**src/hw/rtl/sbct_pkg.sv**
```systemverilog
// Shared types and codes for the sorted barcode count table.
`default_nettype none

package sbct_pkg;

  // Fixed field widths
  localparam int CodeW = 48;
  localparam int RposW = 8;
  localparam int OccW  = 32;
  localparam int UsedW = 9;

  // Parameter defaults
  localparam int DefTableDepth = 256;
  localparam int DefKeyBases   = 16;
  localparam int DefCountBits  = 32;

  // Request opcodes
  localparam logic OpRecord = 1'b0;
  localparam logic OpRead   = 1'b1;

  // Token modes as the request walks the chain
  localparam logic [2:0] ModeSearch = 3'd0;  // looking for first entry not below key
  localparam logic [2:0] ModeShift  = 3'd1;  // inserted, carrying displaced entry up
  localparam logic [2:0] ModeHit    = 3'd2;  // key found, count bumped
  localparam logic [2:0] ModeDrop   = 3'd3;  // miss on a full table
  localparam logic [2:0] ModeIns    = 3'd4;  // insertion finished
  localparam logic [2:0] ModeRead   = 3'd5;  // looking for the read position
  localparam logic [2:0] ModeRdone  = 3'd6;  // entry read out
  localparam logic [2:0] ModeBad    = 3'd7;  // read position not in use

  typedef struct packed {
    logic             opcode;
    logic [CodeW-1:0] first_code;
    logic [CodeW-1:0] second_code;
    logic [RposW-1:0] read_position;
  } req_t;

  typedef struct packed {
    logic             hit;
    logic             inserted;
    logic             full_drop;
    logic [RposW-1:0] position;
    logic [OccW-1:0]  occurrences;
    logic [CodeW-1:0] entry_first;
    logic [CodeW-1:0] entry_second;
    logic [UsedW-1:0] entries_used;
    logic             bad_position;
  } rsp_t;

  // Control part of the token handed from cell to cell
  typedef struct packed {
    logic             valid;
    logic [2:0]       mode;
    logic [CodeW-1:0] key_first;
    logic [CodeW-1:0] key_second;
  } token_t;

endpackage

`default_nettype wire

```
**src/hw/rtl/sbct_cell.sv**
```systemverilog
// One table slot of the sorted barcode count table, with its token stage.
`default_nettype none

module sbct_cell
  import sbct_pkg::*;
#(
  parameter int TABLE_DEPTH = DefTableDepth,
  parameter int COUNT_BITS  = DefCountBits,
  parameter int IDX         = 0
) (
  input  wire logic                                clk_i,
  input  wire logic                                rst_ni,
  input  wire logic                                dual_i,
  input  wire logic [$clog2(TABLE_DEPTH+1)-1:0]    used_i,
  input  wire token_t                              tok_i,
  input  wire logic [COUNT_BITS-1:0]               cnt_i,
  input  wire logic [((($clog2(TABLE_DEPTH)) > 8) ?
                      $clog2(TABLE_DEPTH) : 8)-1:0] pos_i,
  output      token_t                              tok_o,
  output      logic [COUNT_BITS-1:0]               cnt_o,
  output      logic [((($clog2(TABLE_DEPTH)) > 8) ?
                      $clog2(TABLE_DEPTH) : 8)-1:0] pos_o
);

  localparam int UW   = $clog2(TABLE_DEPTH + 1);
  localparam int IdxW = $clog2(TABLE_DEPTH);
  localparam int PosW = (IdxW > 8) ? IdxW : 8;
  localparam logic [UW-1:0]         IdxU   = UW'(IDX);
  localparam logic [UW-1:0]         DepthU = UW'(TABLE_DEPTH);
  localparam logic [PosW-1:0]       IdxP   = PosW'(IDX);
  localparam logic [COUNT_BITS-1:0] CntOne = COUNT_BITS'(1);

  // Stored entry (no reset: contents are valid only below used_i)
  logic [CodeW-1:0]      ent_k1_q, ent_k1_d;
  logic [CodeW-1:0]      ent_k2_q, ent_k2_d;
  logic [COUNT_BITS-1:0] ent_cnt_q, ent_cnt_d;
  logic                  ent_we;

  token_t                tok_q, tok_d;
  logic [COUNT_BITS-1:0] cnt_q, cnt_d;
  logic [PosW-1:0]       pos_q, pos_d;

  logic                  live, at_end, full, key_lt, key_eq;
  logic [COUNT_BITS-1:0] cnt_sat;

  assign live    = IdxU < used_i;
  assign at_end  = IdxU == used_i;
  assign full    = used_i == DepthU;
  assign key_eq  = (ent_k1_q == tok_i.key_first) &&
                   (!dual_i || (ent_k2_q == tok_i.key_second));
  assign key_lt  = (ent_k1_q < tok_i.key_first) ||
                   ((ent_k1_q == tok_i.key_first) && dual_i &&
                    (ent_k2_q < tok_i.key_second));
  assign cnt_sat = (&ent_cnt_q) ? ent_cnt_q : ent_cnt_q + CntOne;

  always_comb begin
    tok_d     = tok_i;
    cnt_d     = cnt_i;
    pos_d     = pos_i;
    ent_we    = 1'b0;
    ent_k1_d  = ent_k1_q;
    ent_k2_d  = ent_k2_q;
    ent_cnt_d = ent_cnt_q;
    if (tok_i.valid) begin
      case (tok_i.mode)
        ModeSearch: begin
          if (live && !key_lt) begin
            if (key_eq) begin
              ent_we     = 1'b1;
              ent_cnt_d  = cnt_sat;
              tok_d.mode = ModeHit;
              cnt_d      = cnt_sat;
              pos_d      = IdxP;
            end else if (full) begin
              tok_d.mode = ModeDrop;
              cnt_d      = '0;
              pos_d      = '0;
            end else begin
              // take the new key here, push the old entry up the chain
              ent_we           = 1'b1;
              ent_k1_d         = tok_i.key_first;
              ent_k2_d         = tok_i.key_second;
              ent_cnt_d        = CntOne;
              tok_d.mode       = ModeShift;
              tok_d.key_first  = ent_k1_q;
              tok_d.key_second = ent_k2_q;
              cnt_d            = ent_cnt_q;
              pos_d            = IdxP;
            end
          end else if (at_end) begin
            ent_we     = 1'b1;
            ent_k1_d   = tok_i.key_first;
            ent_k2_d   = tok_i.key_second;
            ent_cnt_d  = CntOne;
            tok_d.mode = ModeIns;
            cnt_d      = CntOne;
            pos_d      = IdxP;
          end
        end
        ModeShift: begin
          if (live) begin
            ent_we           = 1'b1;
            ent_k1_d         = tok_i.key_first;
            ent_k2_d         = tok_i.key_second;
            ent_cnt_d        = cnt_i;
            tok_d.key_first  = ent_k1_q;
            tok_d.key_second = ent_k2_q;
            cnt_d            = ent_cnt_q;
          end else if (at_end) begin
            ent_we     = 1'b1;
            ent_k1_d   = tok_i.key_first;
            ent_k2_d   = tok_i.key_second;
            ent_cnt_d  = cnt_i;
            tok_d.mode = ModeIns;
          end
        end
        ModeRead: begin
          if (pos_i == IdxP) begin
            if (live) begin
              tok_d.mode       = ModeRdone;
              tok_d.key_first  = ent_k1_q;
              tok_d.key_second = ent_k2_q;
              cnt_d            = ent_cnt_q;
            end else begin
              tok_d.mode = ModeBad;
            end
          end
        end
        default: ;  // finished tokens pass through
      endcase
    end
  end

  always_ff @(posedge clk_i or negedge rst_ni) begin
    if (!rst_ni) begin
      tok_q <= '0;
    end else begin
      tok_q <= tok_d;
    end
  end

  always_ff @(posedge clk_i) begin
    cnt_q <= cnt_d;
    pos_q <= pos_d;
    if (ent_we) begin
      ent_k1_q  <= ent_k1_d;
      ent_k2_q  <= ent_k2_d;
      ent_cnt_q <= ent_cnt_d;
    end
  end

  assign tok_o = tok_q;
  assign cnt_o = cnt_q;
  assign pos_o = pos_q;

endmodule

`default_nettype wire

```
**config.mk**
```make
export PLATFORM = sky130hd
export DESIGN_NAME = sbct_cell
export DESIGN_NICKNAME = d
export VERILOG_FILES = /design/src/hw/rtl/sbct_pkg.sv /design/src/hw/rtl/sbct_cell.sv
export SDC_FILE = /design/constraint.sdc
export NUM_CORES = 1
export LEC_CHECK = 0
export BUFFER_PORTS_ARGS = -buffer_cell sky130_fd_sc_hd__clkbuf_2
export CORE_ASPECT_RATIO = 1.25
export CORE_MARGIN = 10
export CORE_UTILIZATION = 42
export DETAILED_ROUTE_END_ITERATION = 8
export SYNTH_ARGS = -nofsm -noshare
export SYNTH_HDL_FRONTEND = slang
export SYNTH_SLANG_ARGS = --single-unit
```
**constraint.sdc**
```tcl
create_clock -name clk_i -period 13.5 [get_ports clk_i]
set_input_delay 2.025 -clock clk_i [delete_from_list [all_inputs] [get_ports clk_i]]
set_output_delay 2.025 -clock clk_i [all_outputs]
set_load 0.03 [all_outputs]
```
==> impl_metrics.toml, run 1 <==
[status]
status = "completed"

[sta]
worst_pin_slew_ns = 1.12
skew_ns = 0.0191
setup-violations-final = 0
slew_headroom_pct = 25.6
tns_ns = 0
fin_crit_ns = 6.74
drv_slew = 0
hold_violations = 0
fin_crit_sh_pct = 49.9
fmax_ghz = 0.148
rsz0062_at_grt = "no"

[logic_synthesis]
ys_seq_area_share_pct = 43.4
synth_most_common_cell = "nand2_1"
synth_edf_count = 128
syn-mean-instance-area_sq_um = 9.67
syn-num-nets = 1952
ys_types = 73
yosys_warnings = 0
synth_top_area_cell = "edfxtp_1"
async_reset_ff_share_pct = 37.3
synth_top_area_share_pct = 23.3
synth.top_cells.by_count = "nand2_1 (245), o21ai_0 (139), a21oi_1 (130)"
synthCells = 1703
syn-cell-area_sq_um = 16500
yosys-top-cells-area = "edfxtp_1 (23%), dfrtp_1 (15%), ha_1 (7.4%)"
synth_seq_cells = 268
ys.flop_type = "edfxtp_1"

[worst_setup_path]
cp.arrival_ns = 6.93
cp.required_ns = 13.69
crit_path_end_kind = "flip-flop"
r2r_slack_ns = 7.90
critPathKind = "in2reg"
cp-start-kind = "input port"
path_max_fanout = 74

[global_route]
antenna_found_initial = 7
overflow = 0
grt_max_degree = 77
grt_pass1_wl_microns = 81500
grt_pass1_vias = 14200
grtUsageTotal_pct = 21.6

[routing]
top_layer = "met5"
wl_met1_microns = 21500
final_antenna_net_count = 0
wl_per_cell_microns = 21.9
met2_length_microns = 26900
vias = 14600
drc_errors = 0
detail_route.iter0.violations = 1155
dr_wl_met3_microns = 3530
avgViaCountPerCell = 5.92
drt_pass1_iterations = 5
totalWireLength_microns = 54000

[clocking]
cts_resized = 0
cts-root-buf = "clkbuf_16"
cts_setup_buffers = 0
cts.reportedPaths.clkPinSlew_ns = 0.06
clock_sinks = 268
cts_made_buffers = 30
cts_tree = "yes"
cts-htree-levels = 1
clockBufferDepth = 3
clk_latency_ns = 0.58
cts_hold_buf = 0

[floorplan]
die_area_sq_um = 47600
ioPinCount = 292
die_x_microns = 197
start_util_pct = 42.3
rows = 81
die_h_microns = 241
core_area_sq_um = 38900

[place]
routabilityCongestion = 0.916
placedInstanceArea_sq_um = 18300
hpwl_microns = 37100
io_buffers = 291
dp_cells = 2406

[final_layout]
area_delta_synth_final_pct = 17.4
seqCellArea_sq_um = 7150
final_cell_area_sq_um = 19300
multi_input_area_sq_um = 8520
fillCellCount = 3660
instances_no_fill = 2469
final_nets = 2189
drive_gt1_share_pct = 23.6

[power]
powerDensity_nw_per_um2 = 110
power.total_mw = 2.13
switching_share_pct = 28.1
ir_worst_vdd_mv = 0.0978
pwr-share-seq_pct = 43.3
intPower_mw = 1.53
p_leak_nw = 8.15
clockPowerShare_pct = 40.0
p_sw_mw = 0.598
pwr-share-comb_pct = 16.7

[job]
drv_cap = 0

[hold_path]
hp-class = "reg2reg"
-- final cells by class --
cell class	instances	share of cell area, %
sequential	268	37.0
antenna	7	0.0906
multi-input combinational	1220	44.1
clock inverter	11	0.686
clock buffer	45	4.54
timing repair buffer	310	8.28
inverter	110	2.14
tap	498	3.22
-- power by group through the flow --
stage	logic [mW]	registers (mW)	clock network (mW)
final	0.357	0.923	0.852
after global routing	0.387	0.927	0.907
after CTS	0.360	0.923	0.872
after detailed placement	0.359	0.940	0
after global placement	0.354	0.938	0
after floorplan	0.160	1.01	0
-- layer usage --
layer  vias up  global-route usage [%]
li1       6858                       -
met1      7129                    25.3
met2       527                    37.8
met3       105                    4.32
met4         4                    9.50
met5         -                       0
-- cell usage in the layout, fill, tap and decap left out, types with 18 or more instances in the layout --
master       n
clkbuf_2   290
nand2_1    244
o21ai_0    138
a21oi_1    128
edfxtp_1   128
inv_1      110
dfrtp_1    100
ha_1        97
a221o_1     86
mux2_2      67
dfxtp_1     40
nand4_1     38
nor2_1      37
nand3_1     31
clkbuf_16   31
mux2_1      29
a211o_1     28
nor3_1      24
mux2i_1     22
o22ai_1     20
buf_4       20
nor4_1      18
-- state kept, by name (all words and copies together), names as in the netlist --
register and count:
ent_cnt_q 32, cnt_o 32, ent_k1_q 48, tok_o 100, pos_o 8, ent_k2_q 48
-- final timing paths --
path | from | to | depth (start not counted)
max | tok_i[87] | ent_k2_q[45] | 13
min | ent_k2_q[24] | tok_o[24] | 1
max reg2reg | ent_k1_q[39] | ent_k2_q[45] | 11
min reg2reg | ent_k2_q[24] | tok_o[24] | 1
max in group asynchronous | rst_ni | tok_o[71] | 2
min in group asynchronous | rst_ni | tok_o[20] | 1
-- worst max-delay path: stages --
cell	delay (ns)
clkbuf_2	0.11
inv_1	0.05
ha_1	0.32
nand4_1	0.19
nor4_2	0.63
nor3b_1	0.34
a311oi_1	0.19
a32oi_2	0.96
nor3_4	0.05
buf_4	0.36
buf_4	0.46
nor3_2	0.27
buf_4	0.83
-- logic make-up after synthesis --
family	share of synthesized area, %
flops	43.4
simple gates	13.6
mux	7.90
fa+ha+maj	7.37
xor+xnor	1.44
compound gates	21.0
buf+inv	5.34
-- per-stage QoR --
| stage | hold WS, ns | setup slack, ns | util, % |
|---|---|---|---|
| 6_report | 0.551 | 6.76 | 49.7 |
| 5_1_grt | 0.575 | 6.56 | 49.7 |
| 4_1_cts | 0.552 | 6.74 | 49.6 |
| 3_5_place_dp | 0.544 | 6.13 | 47.0 |
| 3_3_place_gp | 0.529 | 6.16 | 47.0 |
| 2_1_floorplan | 0.508 | 2.18 | - |
(Power assumes the default switching activity.)
==> run 2: changes to the inputs <==
--- a/config.mk
+++ b/config.mk
@@ -10,6 +10,7 @@
 export CORE_MARGIN = 10
 export CORE_UTILIZATION = 42
 export DETAILED_ROUTE_END_ITERATION = 8
+export PLACE_DENSITY = 0.65
 export SYNTH_ARGS = -nofsm -noshare
 export SYNTH_HDL_FRONTEND = slang
 export SYNTH_SLANG_ARGS = --single-unit
==> constraint.sdc (replaced) <==
create_clock -name clk_i -period 5.9 [get_ports clk_i]
set_input_delay 0.885 -clock clk_i [delete_from_list [all_inputs] [get_ports clk_i]]
set_output_delay 0.885 -clock clk_i [all_outputs]
set_load 0.03 [all_outputs]
==> run 2 against run 1 <==
  * Clock-buffer cell count fell by 4
  * Worst hold slack lost 0.13 ns
  * Global-route usage rose by 0.51 points
  * Via count increased by 0.89%
  * Combinational power is 130% higher
  * Sequential power grew 130%
  * Total power increased by 140%
  * Wire length grew 1.5%
  * Cell area grew 1.3%
  * First-iteration DRC count decreased by 0.26%
  * Largest power group unchanged
==> impl_metrics.toml, run 2 (synthesis results as in run 1) <==
[worst_setup_path]
cpMostUsedCell = "nor3_4"
cp-start-kind = "input port"
timing.rr.end = "ent_k2_q[17]"
path_max_fanout = 96
cp.arrival_ns = 4.65
slowest_delay_ns = 0.80
cp.buffers_inverters = 3
cp.required_ns = 6.10
critPathKind = "in2reg"
r2r_slack_ns = 1.45
crit_family = "simple AND/OR/NAND/NOR gates"
cp_cell_sequence = "clkbuf_2 -> inv_1 -> ha_1 -> nand4_1 -> nor4_2 -> nor3b_1 -> a311oi_1 -> a32oi_2 -> nor3_4 -> nor3_4 -> buf_12"
crit_path_end_kind = "flip-flop"
slowest_stage = "a32oi_2"
reg2reg_from = "ent_k1_q[42]"
worstRegToRegCells = 9

[final_layout]
largest_register_ffs = 100
area_delta_synth_final_pct = 18.9
drive_gt1_share_pct = 24.4
final_cell_mix = "clkbuf_2 (290), nand2_1 (244), o21ai_0 (138)"
final_nets = 2200
final_common_cell = "clkbuf_2"

[power]
pwr-share-comb_pct = 16.5
switching_share_pct = 27.7
powerDensity_nw_per_um2 = 256
intPower_mw = 3.63
clockPowerShare_pct = 41.4
p_leak_nw = 8.28
p_sw_mw = 1.39
pwr-share-seq_pct = 42.1
ir_worst_vdd_mv = 0.204

[sta]
skew_ns = 0.0145
hold_violations = 0
worst_pin_slew_ns = 1.09
fmax_ghz = 0.224
finalWorstSetupSlack_ns = 1.44
rsz0062_at_grt = "no"
tns_ns = 0
fin_crit_sh_pct = 75.5
fin_crit_ns = 4.46
slew_headroom_pct = 27.4
drv_slew = 0
setup-violations-final = 0

[place]
hpwl_microns = 38200
io_buffers = 291
routabilityCongestion = 0.936
place_ws_ns = 0.913

[clocking]
clk_latency_ns = 0.57
cts_hold_buf = 0
clockBufferDepth = 3
cts_tree = "yes"
cts_made_buffers = 30
cts-root-buf = "clkbuf_16"
cts-htree-levels = 1
clock_sinks = 268
cts.reportedPaths.clkPinSlew_ns = 0.06
cts_resized = 0
cts_setup_buffers = 0

[floorplan]
die_area_sq_um = 47600
ioPinCount = 292
core_area_sq_um = 38900
die_x_microns = 197
start_util_pct = 42.3
rows = 81
die_h_microns = 241

[routing]
detail_route.iter0.violations = 1152
totalWireLength_microns = 54800
wl_per_cell_microns = 22.1
final_antenna_net_count = 0
avgViaCountPerCell = 5.95
drc_errors = 0
drt_pass1_iterations = 5
vias = 14800

[global_route]
grt_pass1_wl_microns = 84100
overflow = 0
antenna_found_initial = 7
grt_pass1_vias = 14600
grtUsageTotal_pct = 22.2
grt_max_degree = 97

[job]
drv_cap = 0

[status]
status = "completed"

[hold_path]
hp-class = "in2async"
-- run 2: changes by cell type in the layout (fill, tap and decap cells not counted), moves of 2 or more --
cell | before | now
clkinv_4 | 0 | 2
clkbuf_16 | 31 | 35
buf_4 | 20 | 26
clkbuf_1 | 9 | 0
buf_12 | 0 | 5
-- run 2: worst max-delay path by stage --
stage,to,slack [ns],start,depth (start not counted)
global placement,ent_k1_q[2],1.01,tok_i[90],11
global route,ent_cnt_q[1],1.34,ent_k1_q[42],9
detailed placement,ent_k2_q[17],0.91,tok_i[90],11
CTS,ent_k1_q[1],1.49,ent_k1_q[42],9
floorplan,ent_k1_q[0],0.13,tok_i[62],12
finish,ent_k2_q[17],1.44,tok_i[90],11
-- run 2: power groups by stage --
stage               registers (mW)  logic (mW)  clock network, mW
detailed placement            2.15       0.830                  0
global route                  2.12       0.901               2.19
global placement              2.15       0.816                  0
finish                        2.11       0.829               2.08
CTS                           2.11       0.834               2.12
floorplan                     2.30       0.367                  0
-- run 2: through the flow --
step | total power [mW] | cell area [sq um] | instances | utilization, % | hold slack [ns]
final | 5.02 | 19600 | 2480 | 50.3 | 0.423
after global routing | 5.21 | 19600 | 2479 | 50.3 | 0.436
after CTS | 5.07 | 19600 | 2473 | 50.3 | 0.427
after detailed placement | 2.98 | 18400 | 2417 | 47.4 | 0.546
after global placement | 2.96 | 18400 | 2417 | 47.4 | 0.542
after floorplan | 2.67 | 16500 | 1703 | - | 0.508
-- run 2: area by class of cell --
| type | instances | area [sq um] |
|---|---|---|
| Antenna cell | 7 | 17.5 |
| Clock buffer | 41 | 958 |
| Clock inverter | 15 | 158 |
| Fill cell | 3635 | 19300 |
| Inverter | 110 | 413 |
| Multi-Input combinational cell | 1220 | 8520 |
| Sequential cell | 268 | 7150 |
| Tap cell | 498 | 623 |
| Timing Repair Buffer | 321 | 1750 |
-- run 2: per-layer routing --
layer / global-route usage [%] / routed length, microns
met3: 3.45 / 3930
met2: 38.0 / 27100
met4: 7.51 / 1410
met5: 0 / 8
met1: 27.9 / 22400
